===== src/pcrq_pkg.sv =====
package pcrq_pkg;

	localparam int IdW   = 7;
	localparam int PrioW = 8;

	typedef logic [1:0] status_t;
	localparam status_t ST_DONE     = 2'd0;
	localparam status_t ST_FULL     = 2'd1;
	localparam status_t ST_NOTFOUND = 2'd2;

	localparam logic MODE_INSERT = 1'b0;
	localparam logic MODE_REMOVE = 1'b1;

	typedef struct packed {
		logic [IdW-1:0]   id;
		logic [PrioW-1:0] prio;
		logic [PrioW-1:0] ceiling;
		logic             elevated;
	} entry_t;

	typedef enum logic [4:0] {
		S_IDLE = 5'b00001,
		S_RD   = 5'b00010,
		S_CMP  = 5'b00100,
		S_SRD  = 5'b01000,
		S_SWR  = 5'b10000
	} state_t;

	// new entry goes ahead of stored entry s
	function automatic logic goes_before(entry_t s, entry_t n);
		logic r;
		r = (s.elevated && (s.ceiling < n.prio))
			|| (n.elevated && (s.prio < n.ceiling))
			|| (s.prio < n.prio);
		return r;
	endfunction

endpackage


===== src/priority_ceiling_ready_queue_top.sv =====
// an insert into a full queue or a remove from an empty one answers the cycle after start;
// otherwise read+compare per entry scanned, read+write per entry shifted, plus one write on insert
// one operation at a time: busy is high until the done beat
// the pace is set by the single registered read port of the entry memory
// reset: arst_n clears the count and the control state, the queue reads empty; memory is not cleared
// the receiver cannot stall: each result is a single-cycle done beat
module priority_ceiling_ready_queue_top #(
	parameter int DEPTH = 8
) (
	input  logic                     clk,
	input  logic                     arst_n,
	input  logic                     start,
	output logic                     busy,
	input  logic                     mode,
	input  logic [pcrq_pkg::IdW-1:0] task_id,
	input  logic [7:0]               prio,
	input  logic [7:0]               ceiling,
	input  logic                     elevated,
	output logic                     done,
	output logic [1:0]               status,
	output logic                     head_valid,
	output logic [6:0]               head_task_id,
	output logic [3:0]               occupancy
);

	localparam int AW = $clog2(DEPTH);
	localparam int CW = $clog2(DEPTH + 1);

	pcrq_pkg::state_t state_q;
	logic [CW-1:0]    cnt_q;
	logic [AW-1:0]    k_q;       // scan index
	logic [AW-1:0]    j_q;       // shift destination
	logic [AW-1:0]    pos_q;     // insert slot
	logic             mode_q;
	pcrq_pkg::entry_t new_q;     // the operation's own entry
	pcrq_pkg::entry_t head_q;    // copy of slot 0
	logic             done_q;
	pcrq_pkg::status_t status_q;

	logic             we;
	logic [AW-1:0]    waddr;
	pcrq_pkg::entry_t wdata;
	logic [AW-1:0]    raddr;
	pcrq_pkg::entry_t rdata;
	logic             hit;
	logic             accept;

	// the new entry is written through a dedicated path, merged with the shift write
	logic             ins_we;
	logic             mem_we;
	logic [AW-1:0]    mem_waddr;
	pcrq_pkg::entry_t mem_wdata;
	logic             ins_pend_q;   // new entry waits for its write cycle

	assign accept = start && !busy;
	assign busy   = (state_q != pcrq_pkg::S_IDLE);

	pcrq_mem #(.DEPTH(DEPTH)) u_mem (
		.clk   (clk),
		.we    (mem_we),
		.waddr (mem_waddr),
		.wdata (mem_wdata),
		.raddr (raddr),
		.rdata (rdata)
	);

	// match test on the entry read back from the memory
	always_comb begin
		if (mode_q == pcrq_pkg::MODE_INSERT) begin
			hit = pcrq_pkg::goes_before(rdata, new_q);
		end else begin
			hit = (rdata.id == new_q.id);
		end
	end

	// read address: scan slot, or the neighbour that moves into j
	always_comb begin
		raddr = k_q;
		if (state_q == pcrq_pkg::S_SRD) begin
			if (mode_q == pcrq_pkg::MODE_INSERT) begin
				raddr = j_q - AW'(1);
			end else begin
				raddr = j_q + AW'(1);
			end
		end
	end

	// shift moves the read data into slot j
	always_comb begin
		we    = 1'b0;
		waddr = j_q;
		wdata = rdata;
		if (state_q == pcrq_pkg::S_SWR) begin
			we = 1'b1;
		end
	end

	assign ins_we    = ins_pend_q;
	assign mem_we    = we || ins_we;
	assign mem_waddr = ins_we ? pos_q : waddr;
	assign mem_wdata = ins_we ? new_q : wdata;

	always_ff @(posedge clk or negedge arst_n) begin
		if (!arst_n) begin
			state_q    <= pcrq_pkg::S_IDLE;
			cnt_q      <= '0;
			done_q     <= 1'b0;
			ins_pend_q <= 1'b0;
		end else begin
			done_q     <= 1'b0;
			ins_pend_q <= 1'b0;
			if (ins_pend_q) begin
				// insert write happens this cycle; the done beat and the count are registered at its end
				cnt_q    <= cnt_q + CW'(1);
				done_q   <= 1'b1;
				status_q <= pcrq_pkg::ST_DONE;
			end
			case (state_q)
				pcrq_pkg::S_IDLE: begin
					if (accept) begin
						k_q <= '0;
						if (mode == pcrq_pkg::MODE_INSERT) begin
							if (cnt_q == CW'(DEPTH)) begin
								done_q   <= 1'b1;
								status_q <= pcrq_pkg::ST_FULL;
							end else if (cnt_q == '0) begin
								pos_q      <= '0;
								ins_pend_q <= 1'b1;
								state_q    <= pcrq_pkg::S_SWR;
							end else begin
								state_q <= pcrq_pkg::S_RD;
							end
						end else begin
							if (cnt_q == '0) begin
								done_q   <= 1'b1;
								status_q <= pcrq_pkg::ST_NOTFOUND;
							end else begin
								state_q <= pcrq_pkg::S_RD;
							end
						end
					end
				end
				pcrq_pkg::S_RD: begin
					state_q <= pcrq_pkg::S_CMP;
				end
				pcrq_pkg::S_CMP: begin
					if (hit) begin
						pos_q <= k_q;
						if (mode_q == pcrq_pkg::MODE_INSERT) begin
							j_q     <= AW'(cnt_q);
							state_q <= pcrq_pkg::S_SRD;
						end else if (CW'(k_q) + CW'(1) == cnt_q) begin
							cnt_q    <= cnt_q - CW'(1);
							done_q   <= 1'b1;
							status_q <= pcrq_pkg::ST_DONE;
							state_q  <= pcrq_pkg::S_IDLE;
						end else begin
							j_q     <= k_q;
							state_q <= pcrq_pkg::S_SRD;
						end
					end else if (CW'(k_q) + CW'(1) == cnt_q) begin
						if (mode_q == pcrq_pkg::MODE_INSERT) begin
							pos_q      <= AW'(cnt_q);
							ins_pend_q <= 1'b1;
							state_q    <= pcrq_pkg::S_SWR;
						end else begin
							done_q   <= 1'b1;
							status_q <= pcrq_pkg::ST_NOTFOUND;
							state_q  <= pcrq_pkg::S_IDLE;
						end
					end else begin
						k_q     <= k_q + AW'(1);
						state_q <= pcrq_pkg::S_RD;
					end
				end
				pcrq_pkg::S_SRD: begin
					state_q <= pcrq_pkg::S_SWR;
				end
				pcrq_pkg::S_SWR: begin
					if (ins_pend_q) begin
						// new entry written this cycle
						state_q <= pcrq_pkg::S_IDLE;
					end else if (mode_q == pcrq_pkg::MODE_INSERT) begin
						j_q <= j_q - AW'(1);
						if (j_q - AW'(1) == pos_q) begin
							ins_pend_q <= 1'b1;
							state_q    <= pcrq_pkg::S_SWR;
						end else begin
							state_q <= pcrq_pkg::S_SRD;
						end
					end else begin
						j_q <= j_q + AW'(1);
						if (CW'(j_q) + CW'(2) == cnt_q) begin
							cnt_q    <= cnt_q - CW'(1);
							done_q   <= 1'b1;
							status_q <= pcrq_pkg::ST_DONE;
							state_q  <= pcrq_pkg::S_IDLE;
						end else begin
							state_q <= pcrq_pkg::S_SRD;
						end
					end
				end
				default: begin
					state_q <= pcrq_pkg::S_IDLE;
				end
			endcase
		end
	end

	always_ff @(posedge clk) begin
		if (accept) begin
			mode_q            <= mode;
			new_q.id          <= task_id;
			new_q.prio        <= prio;
			new_q.ceiling     <= ceiling;
			new_q.elevated    <= elevated;
		end
		// slot 0 mirror for the head outputs
		if (mem_we && mem_waddr == '0) begin
			head_q <= mem_wdata;
		end
	end

	assign done         = done_q;
	assign status       = status_q;
	assign head_valid   = (cnt_q != '0);
	assign head_task_id = (cnt_q != '0) ? head_q.id : '0;
	assign occupancy    = 4'(cnt_q);

endmodule


===== src/pcrq_mem.sv =====
module pcrq_mem #(
	parameter int DEPTH = 8
) (
	input  logic                     clk,
	input  logic                     we,
	input  logic [$clog2(DEPTH)-1:0] waddr,
	input  pcrq_pkg::entry_t         wdata,
	input  logic [$clog2(DEPTH)-1:0] raddr,
	output pcrq_pkg::entry_t         rdata
);

	pcrq_pkg::entry_t mem [DEPTH];
	pcrq_pkg::entry_t rdata_q;

	always_ff @(posedge clk) begin
		if (we) begin
			mem[waddr] <= wdata;
		end
		rdata_q <= mem[raddr];
	end

	assign rdata = rdata_q;

endmodule


===== config.mk =====
export PLATFORM = sky130hd
export DESIGN_NAME = priority_ceiling_ready_queue_top
export DESIGN_NICKNAME = d
export VERILOG_FILES = /design/src/pcrq_pkg.sv /design/src/priority_ceiling_ready_queue_top.sv /design/src/pcrq_mem.sv
export SDC_FILE = /design/constraint.sdc
export NUM_CORES = 1
export LEC_CHECK = 0
export ABC_AREA = 1
export BUFFER_PORTS_ARGS = -buffer_cell sky130_fd_sc_hd__buf_2
export CORE_MARGIN = 1.5
export CORE_UTILIZATION = 35
export DETAILED_ROUTE_END_ITERATION = 7
export PLACE_DENSITY = 0.5
export SLEW_MARGIN = 0
export SYNTH_ARGS = -nofsm -noshare
export SYNTH_HDL_FRONTEND = slang
export SYNTH_SLANG_ARGS = --single-unit
export TNS_END_PERCENT = 20

===== constraint.sdc =====
create_clock -name clk -period 3.2 [get_ports clk]
set_input_delay 0.48 -clock clk [delete_from_list [all_inputs] [get_ports clk]]
set_output_delay 0.48 -clock clk [all_outputs]
set_load 0.02 [all_outputs]

==> results.json, run 1 <==
{
  "final_common_cell": "edfxtp_1",
  "busiest_layer": "met2",
  "dp_hpwl_mm": 18.0,
  "max_cap_viol_count": 0,
  "ys_types": 37,
  "fp.coreArea_um2": 32700,
  "worstHoldPathCells": 1,
  "sw_frac_of_total_pct": 34.2,
  "root_buffer": "clkbuf_16",
  "intPower_w": 0.00774,
  "path_clk_slew_ns": 0.06,
  "crit_slowest_cell": "dfrtp_1",
  "ys_warn_count": 0,
  "setup_viol": 0,
  "ys_seq_area_share_pct": 66.7,
  "pwr_density_cell_nw_per_um2": 869,
  "layout_common_cells": "edfxtp_1 (235), nand2_1 (174), nor2_1 (139)",
  "outcome": "finished clean",
  "dp_slack_ns": 0.609,
  "ff2ff_setup_slack_ns": 0.58,
  "worstHoldStart": "prio[4]",
  "r2r_cells": 11,
  "synth_area_um2": 11700,
  "cts_tree": "built",
  "final_cells": 1596,
  "end_kind": "output port",
  "cp.required_ns": 2.72,
  "die_height_um": 186,
  "cts_resized": 0,
  "vias": 7863,
  "crit_chain": "clkinv_1 > ha_1 > inv_1 > nor2_1 > inv_1 > nor2_1 > buf_4 > nor2_1 > buf_2",
  "cp_max_fo": 11,
  "max-vdd-ir-drop_uv": 415,
  "fin_crit_sh_pct": 91.1,
  "nFillCells": 3144,
  "grt_use_met1_pct": 24.4,
  "rows": 66,
  "dp_cells": 1543,
  "post-route-min-period_ns": 2.91,
  "min_path_type": "in2reg",
  "start_util_pct": 35.8,
  "setup_ws_ns": 0.286,
  "cts_buffers": 28,
  "route.detailed.drc": 0,
  "seqPwrFrac_pct": 42.5,
  "fin_skew_ns": 0.0175,
  "cp_data_arrival_time_ns": 2.43,
  "hold_viol_final": 0,
  "rsz0062_at_grt": "no",
  "io_pins": 44,
  "p_leak_nw": 5.20,
  "regArea_um2": 7810,
  "use_met2_pct": 27.9,
  "die-area_um2": 34600,
  "synth_cells": 1073,
  "setup_tns_ns": 0,
  "worst_path_largest_cell_delay_ns": 0.52,
  "port_buffers": 43,
  "drive_gt1_share_pct": 12.5,
  "antenna_found_initial": 1,
  "gr-usage-met3_pct": 2.33,
  "insertedDiodeCount": 0,
  "grtUsageTotal_pct": 17.3,
  "clock_path_buffers": 3,
  "overflow": 0,
  "grt_pass1_vias": 7715,
  "slew_headroom_pct": 37.9,
  "slew_violations": 0,
  "ant_nets": 0,
  "ys_ff_latch": 270,
  "multi_input_area_um2": 3320,
  "drt-pass1-iter-count": 5,
  "min_to": "new_q[13]$_DFFE_PP_",
  "clkSinkCount": 270,
  "worst-setup-path-type": "reg2out",
  "avgSynthCellArea_um2": 10.9,
  "grt_max_degree": 97,
  "area_delta_synth_final_pct": 15.7,
  "die_w_um": 186,
  "clockPowerShare_pct": 29.0,
  "r2r_end": "pos_q[1]$_SDFFCE_PN0P_",
  "drtIter0Drc": 549,
  "wirelength_mm": 28.9,
  "grt_pass1_wl_mm": 45.3,
  "timing.fmax_mhz": 343,
  "pwr-share-comb_pct": 28.4,
  "final_util_pct": 41.4,
  "clkLatencyLatePin_ns": 0.56,
  "syn_nets": 1128,
  "nNetsFinal": 1187,
  "avgRoutedWirePerCell_um": 18.1,
  "tightest_slew_ns": 0.922,
  "path_common_cell": "nor2_1",
  "gp_congestion": 0.841,
  "vias_per_cell": 4.93,
  "cp-start-kind": "register",
  "ctsHtreeMaxLevel": 1,
  "critPathLaunch": "occupancy[0]$_DFF_PN0_",
  "p_switching_w": 0.00403,
  "worstReg2RegStart": "new_q[12]$_DFFE_PP_"
}
## registers in the layout, indices dropped and copies added, names as in the netlist
register	cells
u_mem.mem	192
new_q	24
u_mem.rdata	24
head_q	7
state_q	5
occupancy	4
j_q	3
k_q	3
pos_q	3
status	2
done	1
ins_pend_q	1
mode_q	1
## power groups by stage
stage	Clock (W)	Combinational, W	Sequential, W
final	0.00342	0.00335	0.00501
after global routing	0.00363	0.00385	0.00505
after CTS	0.00349	0.00338	0.00501
after detailed placement	0	0.00336	0.00508
after global placement	0	0.00336	0.00509
after floorplan	0	0.00234	0.00497
## per-layer routing
metal | up-vias | part of all wire [%]
met5 | - | 0.028
met4 | 2 | 2.7
met3 | 54 | 3.6
met2 | 138 | 45
met1 | 3815 | 48
li1 | 3854 | -
## logic make-up (layout without fill, tap and decap cells)
kind of cell	after synthesis	count (layout)	share of synthesized area [%]
AOI/OAI and AO/OA	232	232	10.6
xor gates and xnor gates	18	18	1.35
adders and majority gates	27	27	2.88
buffers and inverters	145	226	5.26
DFF	270	270	66.7
and+or+nand+nor	381	381	13.2
## how the worst max path moves through the flow
stage / depth (start not counted) / to / slack (ns)
global route: 9 / head_task_id[5] / 0.10
detailed placement: 11 / pos_q[1]$_SDFFCE_PN0P_ / 0.61
CTS: 9 / head_task_id[5] / 0.26
finish: 9 / head_task_id[5] / 0.29
global placement: 6 / u_mem.mem[7][2]$_DFFE_PP_ / 0.65
floorplan: 5 / u_mem.mem[0][0]$_DFFE_PP_ / 0.52
## timing repair
item,CTS,global route
hold buffers,1,0
endpoints found under the hold margin,10,0
setup buffers,0,0
## final cells by class
class	count	share of cell area, %
Tap cell	442	4.08
Sequential cell	270	57.6
Clock inverter	21	1.86
Inverter	99	2.74
Timing Repair Buffer	75	3.84
Clock buffer	31	5.33
Multi-Input combinational cell	658	24.5
## critical path: cells and delay by family, from the launching register on
kind | cells | cell delay (ns)
and+or+nand+nor | 3 | 0.22
adders and majority gates | 1 | 0.32
DFF | 1 | 0.52
buffers and inverters | 5 | 0.82
## Yosys cell counts, drive strengths merged
library cell | n | area share, %
edfxtp | 235 | 60
nand2 | 175 | 5.6
o21ai | 160 | 6.9
nor2 | 150 | 4.9
inv | 96 | 3.1
o22ai | 48 | 2.6
nand3 | 34 | 1.5
ha | 27 | 2.9
buf | 25 | 1.4
dfxtp | 24 | 4.1
clkbuf | 21 | 0.72
a21oi | 18 | 0.77
dfrtp | 10 | 2.1
xnor2 | 10 | 0.75
nand4 | 8 | 0.43
xor2 | 8 | 0.60
nor3 | 7 | 0.34
or2 | 4 | 0.21
clkinv | 3 | 0.096
o211ai | 3 | 0.19
a31oi | 1 | 0.053
dfstp | 1 | 0.22
nand2b | 1 | 0.053
nand3b | 1 | 0.064
nor4 | 1 | 0.11
o211a | 1 | 0.085
o21a | 1 | 0.064
## through the flow
step                instance area (um2)  total power [W]  hold slack [ns]
floorplan                         11700          0.00731            0.184
global placement                  12600          0.00844            0.428
detailed placement                12600          0.00844            0.427
CTS                               13600           0.0119           0.0738
global route                      13600           0.0125           0.0789
finish                            13600           0.0118           0.0945
No activity file was read; power rests on OpenSTA's default activity.
==> run 2: changes to the inputs <==
SYNTH_HIERARCHICAL = 1   (was not set)
==> results.json, run 2 <==
{
  "outcome": "finished with violations",
  "violations": "design-rule violations",
  "root_buffer": "clkbuf_16",
  "ys_warn_count": 6,
  "synth_area_leaders": "edfxtp_1 (55%), nand2_1 (14%), inv_1 (7.4%)",
  "dp_hpwl_mm": 19.4,
  "cts_buffers": 30,
  "synth_cells": 1351,
  "place_area_um2": 13600,
  "path_clk_slew_ns": 0.06,
  "yosysMostFrequentCell": "nand2_1",
  "synthAdderAreaFrac_pct": 2.64,
  "rows": 69,
  "drtIter0Drc": 527,
  "drive_gt1_share_pct": 11.4,
  "async_flop_share_pct": 4.07,
  "ant_nets": 0,
  "ys_ff_latch": 270,
  "post-route-min-period_ns": 2.61,
  "tightest_slew_ns": 0.959,
  "synth_top_area_cell": "edfxtp_1",
  "fp.coreArea_um2": 35700,
  "hold_viol_final": 0,
  "fin_skew_ns": 0.0126,
  "sw_frac_of_total_pct": 34.7,
  "cp_max_fo": 9,
  "synth_edf_count": 235,
  "rsz0062_at_grt": "no",
  "p_switching_w": 0.00412,
  "max_cap_viol_count": 0,
  "p_leak_nw": 6.67,
  "yosysTopAreaCellShare_pct": 55.2,
  "holdWs_ns": 0.101,
  "nNetsFinal": 1469,
  "insertedDiodeCount": 0,
  "grt_pass1_wl_mm": 49.5,
  "pwr-share-comb_pct": 29.6,
  "gp_congestion": 0.829,
  "end_kind": "output port",
  "pwr_density_cell_nw_per_um2": 814,
  "worst-setup-path-type": "reg2out",
  "avgSynthCellArea_um2": 9.45,
  "setup_viol": 0,
  "route.detailed.drc": 3,
  "setup_tns_ns": 0,
  "area_delta_synth_final_pct": 14.3,
  "die_w_um": 194,
  "io_pins": 44,
  "start_util_pct": 35.7,
  "min_path_type": "in2reg",
  "cp-start-kind": "register",
  "grtUsageTotal_pct": 16.8,
  "clock_path_buffers": 3,
  "synth-compound-area-share_pct": 2.81,
  "synth_area_um2": 12800,
  "ctsHtreeMaxLevel": 1,
  "design_area_um2": 14600,
  "synthTopCellsByCount": "nand2_1 (469), inv_1 (252), edfxtp_1 (235)",
  "clockPowerShare_pct": 28.3,
  "largest_register_ffs": 192,
  "avgRoutedWirePerCell_um": 16.4,
  "cp.required_ns": 2.72,
  "layout_common_cells": "nand2_1 (468), inv_1 (252), edfxtp_1 (235)",
  "max-vdd-ir-drop_uv": 403,
  "antenna_found_initial": 0,
  "overflow": 0,
  "port_buffers": 43,
  "cts_tree": "built",
  "drt-pass1-iter-count": 7,
  "post_synth_and_or_nand_nor_area_fraction_pct": 22.0,
  "wirelength_mm": 31.1,
  "grt_max_degree": 69,
  "intPower_w": 0.00776,
  "ys_dominant_reg_cell": "edfxtp_1",
  "synth_mux_area_share_pct": 0,
  "seqPwrFrac_pct": 42.1,
  "die-area_um2": 37700,
  "slew_violations": 0,
  "vias": 8827,
  "synth_xor_xnor_area_share_pct": 1.50,
  "synth_top_family_by_area": "simple AND/OR/NAND/NOR gates",
  "syn_nets": 1406,
  "ys_seq_area_share_pct": 61.2,
  "vias_per_cell": 4.65,
  "cp_data_arrival_time_ns": 2.13,
  "timing.fmax_mhz": 383,
  "grt_pass1_vias": 8850,
  "fin_crit_sh_pct": 81.6,
  "regMostFlops": "u_mem/mem",
  "ys_types": 49,
  "slew_headroom_pct": 35.4,
  "clkSinkCount": 270,
  "clkLatencyLatePin_ns": 0.55,
  "final_common_cell": "nand2_1",
  "die_height_um": 194
}
-- run 2: cell types whose count changed after synthesis, moves of 11 or more --
cell     change
nor2_1     -110
nand2_1    +295
nand3_1     +83
o21ai_1     -35
buf_2       +11
o22ai_1     -47
inv_1      +160
o21ai_0     -87
-- run 2: per-stage QoR --
step | utilization, % | std cells | power [W] | setup WS [ns]
CTS | 40.8 | 1898 | 0.0120 | 0.527
finish | 40.8 | 1898 | 0.0119 | 0.588
global placement | 38.1 | 1842 | 0.00863 | 0.794
floorplan | - | 1351 | 0.00749 | 0.623
detailed placement | 38.1 | 1842 | 0.00864 | 0.744
global route | 40.8 | 1898 | 0.0127 | 0.441
-- run 2: area by class of cell --
| class | count | area (um2) |
|---|---|---|
| clock buffer | 45 | 868 |
| clock inverter | 10 | 93.8 |
| fill | 3587 | 21100 |
| inverter | 264 | 991 |
| multi-input combinational | 770 | 3740 |
| sequential | 270 | 7810 |
| tap | 461 | 577 |
| timing repair buffer | 78 | 518 |
-- run 2: power by group through the flow --
stage | registers [W] | logic (W) | clock network, W
6_report | 0.00501 | 0.00352 | 0.00336
5_1_grt | 0.00506 | 0.00403 | 0.00358
4_1_cts | 0.00502 | 0.00358 | 0.00345
3_5_place_dp | 0.00508 | 0.00356 | 0
3_3_place_gp | 0.00508 | 0.00355 | 0
2_1_floorplan | 0.00497 | 0.00252 | 0
-- run 2: cell families (layout without fill, tap and decap cells) --
logic type / Yosys count / count (layout)
AO/OA/AOI/OAI: 64 / 64
flip-flops: 270 / 270
AND/OR/NAND/NOR: 658 / 658
adder cells (fa/ha/maj): 27 / 27
buffers and inverters: 311 / 397
XOR/XNOR: 21 / 21
-- run 2: per-layer routing --
metal  GRT usage (%)  share of wire, %
met5               0                 0
met1            23.0                48
met3            2.26               3.6
met4            4.25               2.3
met2            28.1                46
-- run 2: path summary, 6_finish.rpt --
check,startpoint,end,slack [ns],cells after the start
worst max-delay path,occupancy[0]$_DFF_PN0_,head_valid,0.59,7
worst min register to register,state_q[2]$_DFFE_PN0P_,state_q[2]$_DFFE_PN0P_,0.61,3
max in group asynchronous,arst_n,state_q[0]$_DFFE_PN1P_,2.50,2
worst max register to register,new_q[16]$_DFFE_PP_,j_q[1]$_DFFE_PP_,0.71,11
worst min-delay path,task_id[0],new_q[17]$_DFFE_PP_,0.10,1
min in group asynchronous,arst_n,occupancy[2]$_DFF_PN0_,0.37,2
-- run 2: worst max-delay path, cell delays in order (launching register included) --
cell and delay (ns):
dfrtp_1 0.51, inv_1 0.09, buf_4 0.15, ha_1 0.19
nand2_2 0.09, nor2_4 0.27, inv_1 0.10, buf_2 0.17
-- run 2: timing repair --
item / CTS / global route
hold buffers: 1 / 0
buffers inserted: 0 / 0
setup endpoints to repair: 0 / 0
gates resized for setup: 0 / 0
hold endpoints to repair: 10 / 0
